==> src/hw/rtl/btlpm_ram.sv <==
// ----------------------------------------------------------------------------
// btlpm_ram
// Generic single-port-write, single-port-read RAM with a registered read.
// ----------------------------------------------------------------------------
`default_nettype none

module btlpm_ram #(
   parameter int unsigned WIDTH = 8,
   parameter int unsigned DEPTH = 16
) (
   input  wire logic                       clock,
   input  wire logic                       wr_en,
   input  wire logic [$clog2(DEPTH)-1:0]   wr_addr,
   input  wire logic [WIDTH-1:0]           wr_data,
   input  wire logic [$clog2(DEPTH)-1:0]   rd_addr,
   output      logic [WIDTH-1:0]           rd_data
);

   logic [WIDTH-1:0] mem_ff [DEPTH];
   logic [WIDTH-1:0] rd_data_ff;

   // write port
   always_ff @(posedge clock) begin
      if (wr_en) begin
         mem_ff[wr_addr] <= wr_data;
      end
   end

   // registered read port, old data on a same-address write
   always_ff @(posedge clock) begin
      rd_data_ff <= mem_ff[rd_addr];
   end

   assign rd_data = rd_data_ff;

endmodule : btlpm_ram

`default_nettype wire

==> config.mk <==
export PLATFORM = sky130hd
export DESIGN_NAME = btlpm_ram
export DESIGN_NICKNAME = d
export VERILOG_FILES = /design/src/hw/rtl/btlpm_ram.sv
export SDC_FILE = /design/constraint.sdc
export NUM_CORES = 1
export LEC_CHECK = 0
export BUFFER_PORTS_ARGS = -buffer_cell sky130_fd_sc_hd__clkbuf_2
export CELL_PAD_IN_SITES_DETAIL_PLACEMENT = 1
export CELL_PAD_IN_SITES_GLOBAL_PLACEMENT = 1
export CORE_UTILIZATION = 48
export DETAILED_ROUTE_END_ITERATION = 10
export GPL_TIMING_DRIVEN = 0
export PLACE_DENSITY_LB_ADDON = 0.1
export SYNTH_ARGS = -nofsm -noshare
export SYNTH_HDL_FRONTEND = slang
export SYNTH_SLANG_ARGS = --single-unit
==> constraint.sdc <==
create_clock -name clock -period 1.48 [get_ports clock]
set_input_delay 0.074 -clock clock [delete_from_list [all_inputs] [get_ports clock]]
set_output_delay 0.074 -clock clock [all_outputs]
set_load 0.02 [all_outputs]
==> impl_metrics.yaml <==
outcome:
  status: "finished clean"
route:
  drt_iter0_markers: 214
  ant_nets: 0
  post_drt_wl_per_cell_um: 24.5
  avgViaCountPerCell: 5.62
  drt_first_pass_iters: 4
  remaining_drc_errors: 0
  wirelength_um: 10300
  vias: 2365
timing:
  holdWs_ns: 0.0204
  setup_viol: 0
  slew_viol_final: 0
  hold_viol: 0
  slew_headroom_pct: 18.5
  rsz0062_at_grt: "false"
  worstMarginPinSlew_ns: 1.21
  fin_skew_ns: 0.00538
  fmax_mhz: 708
  layout_worst_path_cycle_share_pct: 95.4
  fin_crit_ns: 1.41
die:
  dieHeight_um: 106
  ios: 26
  initial_core_util_pct: 49.6
  core_um2: 10400
  placementRows: 37
  die_w_um: 106
  dieArea_um2: 11100
logic_synthesis:
  synth_area_per_cell_um2: 22.5
  synth_top_area_share_pct: 74.7
  synth_top_area_cell: "edfxtp_1"
  yosysWarnings: 0
  synth_seq_cells: 136
  netlist-cell-type-count: 19
  synthCells: 229
  synthTopCellsByArea: "edfxtp_1 75%, mux4_2 7.9%, mux4_1 7.1%, dfxtp_1 3.1%, a22oi_1 2.3%"
  ys_seq_area_share_pct: 77.8
  synthesis.nets: 247
  netlist_area_um2: 5150
global_routing:
  grtUsageTotal_pct: 20.6
  grt_pass1_vias: 2463
  antenna_found_initial: 0
  grt_max_degree: 17
  gr-total-overflow: 0
  grt_pass1_wl_um: 15300
clock_tree:
  cts_tree: "yes"
  worstSkewPairLatency_ns: 0.52
  root_buffer: "clkbuf_8"
  cts_setup_buffers: 0
  cts_buffers: 17
  hold_buffers: 0
  clk_pin_slew_ns: 0.06
  cts_max_level: 4
  cts_sinks: 136
  clk_path_buf_depth: 2
placement:
  placed_area_um2: 5440
  gp_congestion: 0.665
  numPortBuffers: 24
  dpl.hpwl_um: 6480
  post-place-cells: 389
finish:
  postLayoutCoreUtil_pct: 58.5
  post-route-cell-area_um2: 6070
  final_common_cell: "edfxtp_1"
  drive_gt1_share_pct: 30.5
  final_cell_mix: "128 x edfxtp_1, 24 x clkbuf_2, 18 x mux4_2"
  layoutNonFillerInstCount: 421
  insertedDiodeCount: 0
  final_nets: 290
  syn2layout_area_growth_pct: 17.8
worst_setup_path:
  path_max_fanout: 1
  rrSetupSlack_ns: 0.07
  endpoint_kind: "flop"
  critical_path_class: "flop to flop"
  worstPathArrival_ns: 1.81
  cp_top_family: "multiplexers"
  cp_slowest_cell: "mux4_1"
  critical_path_required_ns: 1.88
  worst-path-buf-inv: 0
  worst_setup_path_start_kind: "flop"
  crit_chain: "mux4_1, a22oi_2, nand2_1"
  slowest_delay_ns: 0.59
power:
  power_switching_uw: 1760
  cellInternalPower_uw: 7260
  switching_share_pct: 19.5
  clkPwrFrac_pct: 47.0
  total_power_uw: 9020
  vdd_drop_max_v: 0.000743
  power_density_nw_per_um2: 1490
  leakage_uw: 0.00205
  p_seq_share_pct: 48.0
  p_comb_share_pct: 4.9
min_path:
  min_path_type: "primary input to flop"
job:
  maxCapViolations: 0
## synth_stat cells
master and count:
and2_1 1, nand2b_1 2, mux4_2 18, nand3b_1 2, nor3_1 4, or3b_2 1, buf_6 3, nand2_1 9
nor2b_1 1, edfxtp_1 128, buf_4 1, mux4_1 14, clkdlybuf4s25_2 3, a22oi_1 16, nand3_1 1, dfxtp_1 8
nor2_1 13, buf_2 3, and2b_1 1
## flip-flops by register name, summed over array words and instances (netlist names)
signal and flops:
mem_ff 128, rd_data 8
## through the flow
stage,worst slack [ns],TNS [ns]
floorplan,0.140,0
detailed placement,-0.443,-17.86
global placement,-0.469,-17.03
global route,0.0337,0
finish,0.0679,0
CTS,0.0550,0
## power groups by stage
stage / sequential, uW / clock [uW] / combinational [uW]
after global routing: 4340 / 4400 / 483
after global placement: 4400 / 0 / 434
after detailed placement: 4410 / 0 / 447
after CTS: 4330 / 4300 / 454
final: 4330 / 4240 / 446
after floorplan: 4440 / 0 / 219
## metal layers
layer,vias to the layer above,track usage [%],part of all wire (%)
met2,62,32.5,51
met5,-,0,0
met4,0,8.63,1.2
met3,10,5.26,3.2
li1,1061,-,-
met1,1232,27.6,45
## area by class of cell
class                           instances  area, um2
Tap cell                              136        170
Multi-Input combinational cell         83       1080
Sequential cell                       136       4000
Clock inverter                          8        118
Clock buffer                           24        490
Fill cell                             913       4300
Timing Repair Buffer                   24        120
Buffer                                 10       86.3
## kinds of logic after synthesis
| group | share of synthesized area [%] |
|---|---|
| buf+inv | 1.68 |
| simple gates | 3.18 |
| flops | 77.8 |
| mux | 15.0 |
| compound gates | 2.33 |
## final timing paths
kind | startpoint | endpoint | depth (start not counted)
worst max register to register | mem_ff[5][0]$_DFFE_PP_ | rd_data[0]$_DFF_P_ | 3
worst max-delay path | mem_ff[5][0]$_DFFE_PP_ | rd_data[0]$_DFF_P_ | 3
worst min-delay path | wr_data[5] | mem_ff[7][5]$_DFFE_PP_ | 1
worst min register to register | mem_ff[8][2]$_DFFE_PP_ | rd_data[2]$_DFF_P_ | 3
## repair_timing
| action | 4_1_cts | 5_1_grt |
|---|---|---|
| setup endpoints to repair | 1 | 7 |
| pin swaps | 0 | 0 |
| gates resized for setup | 1 | 2 |
(Power assumes the default switching activity.)
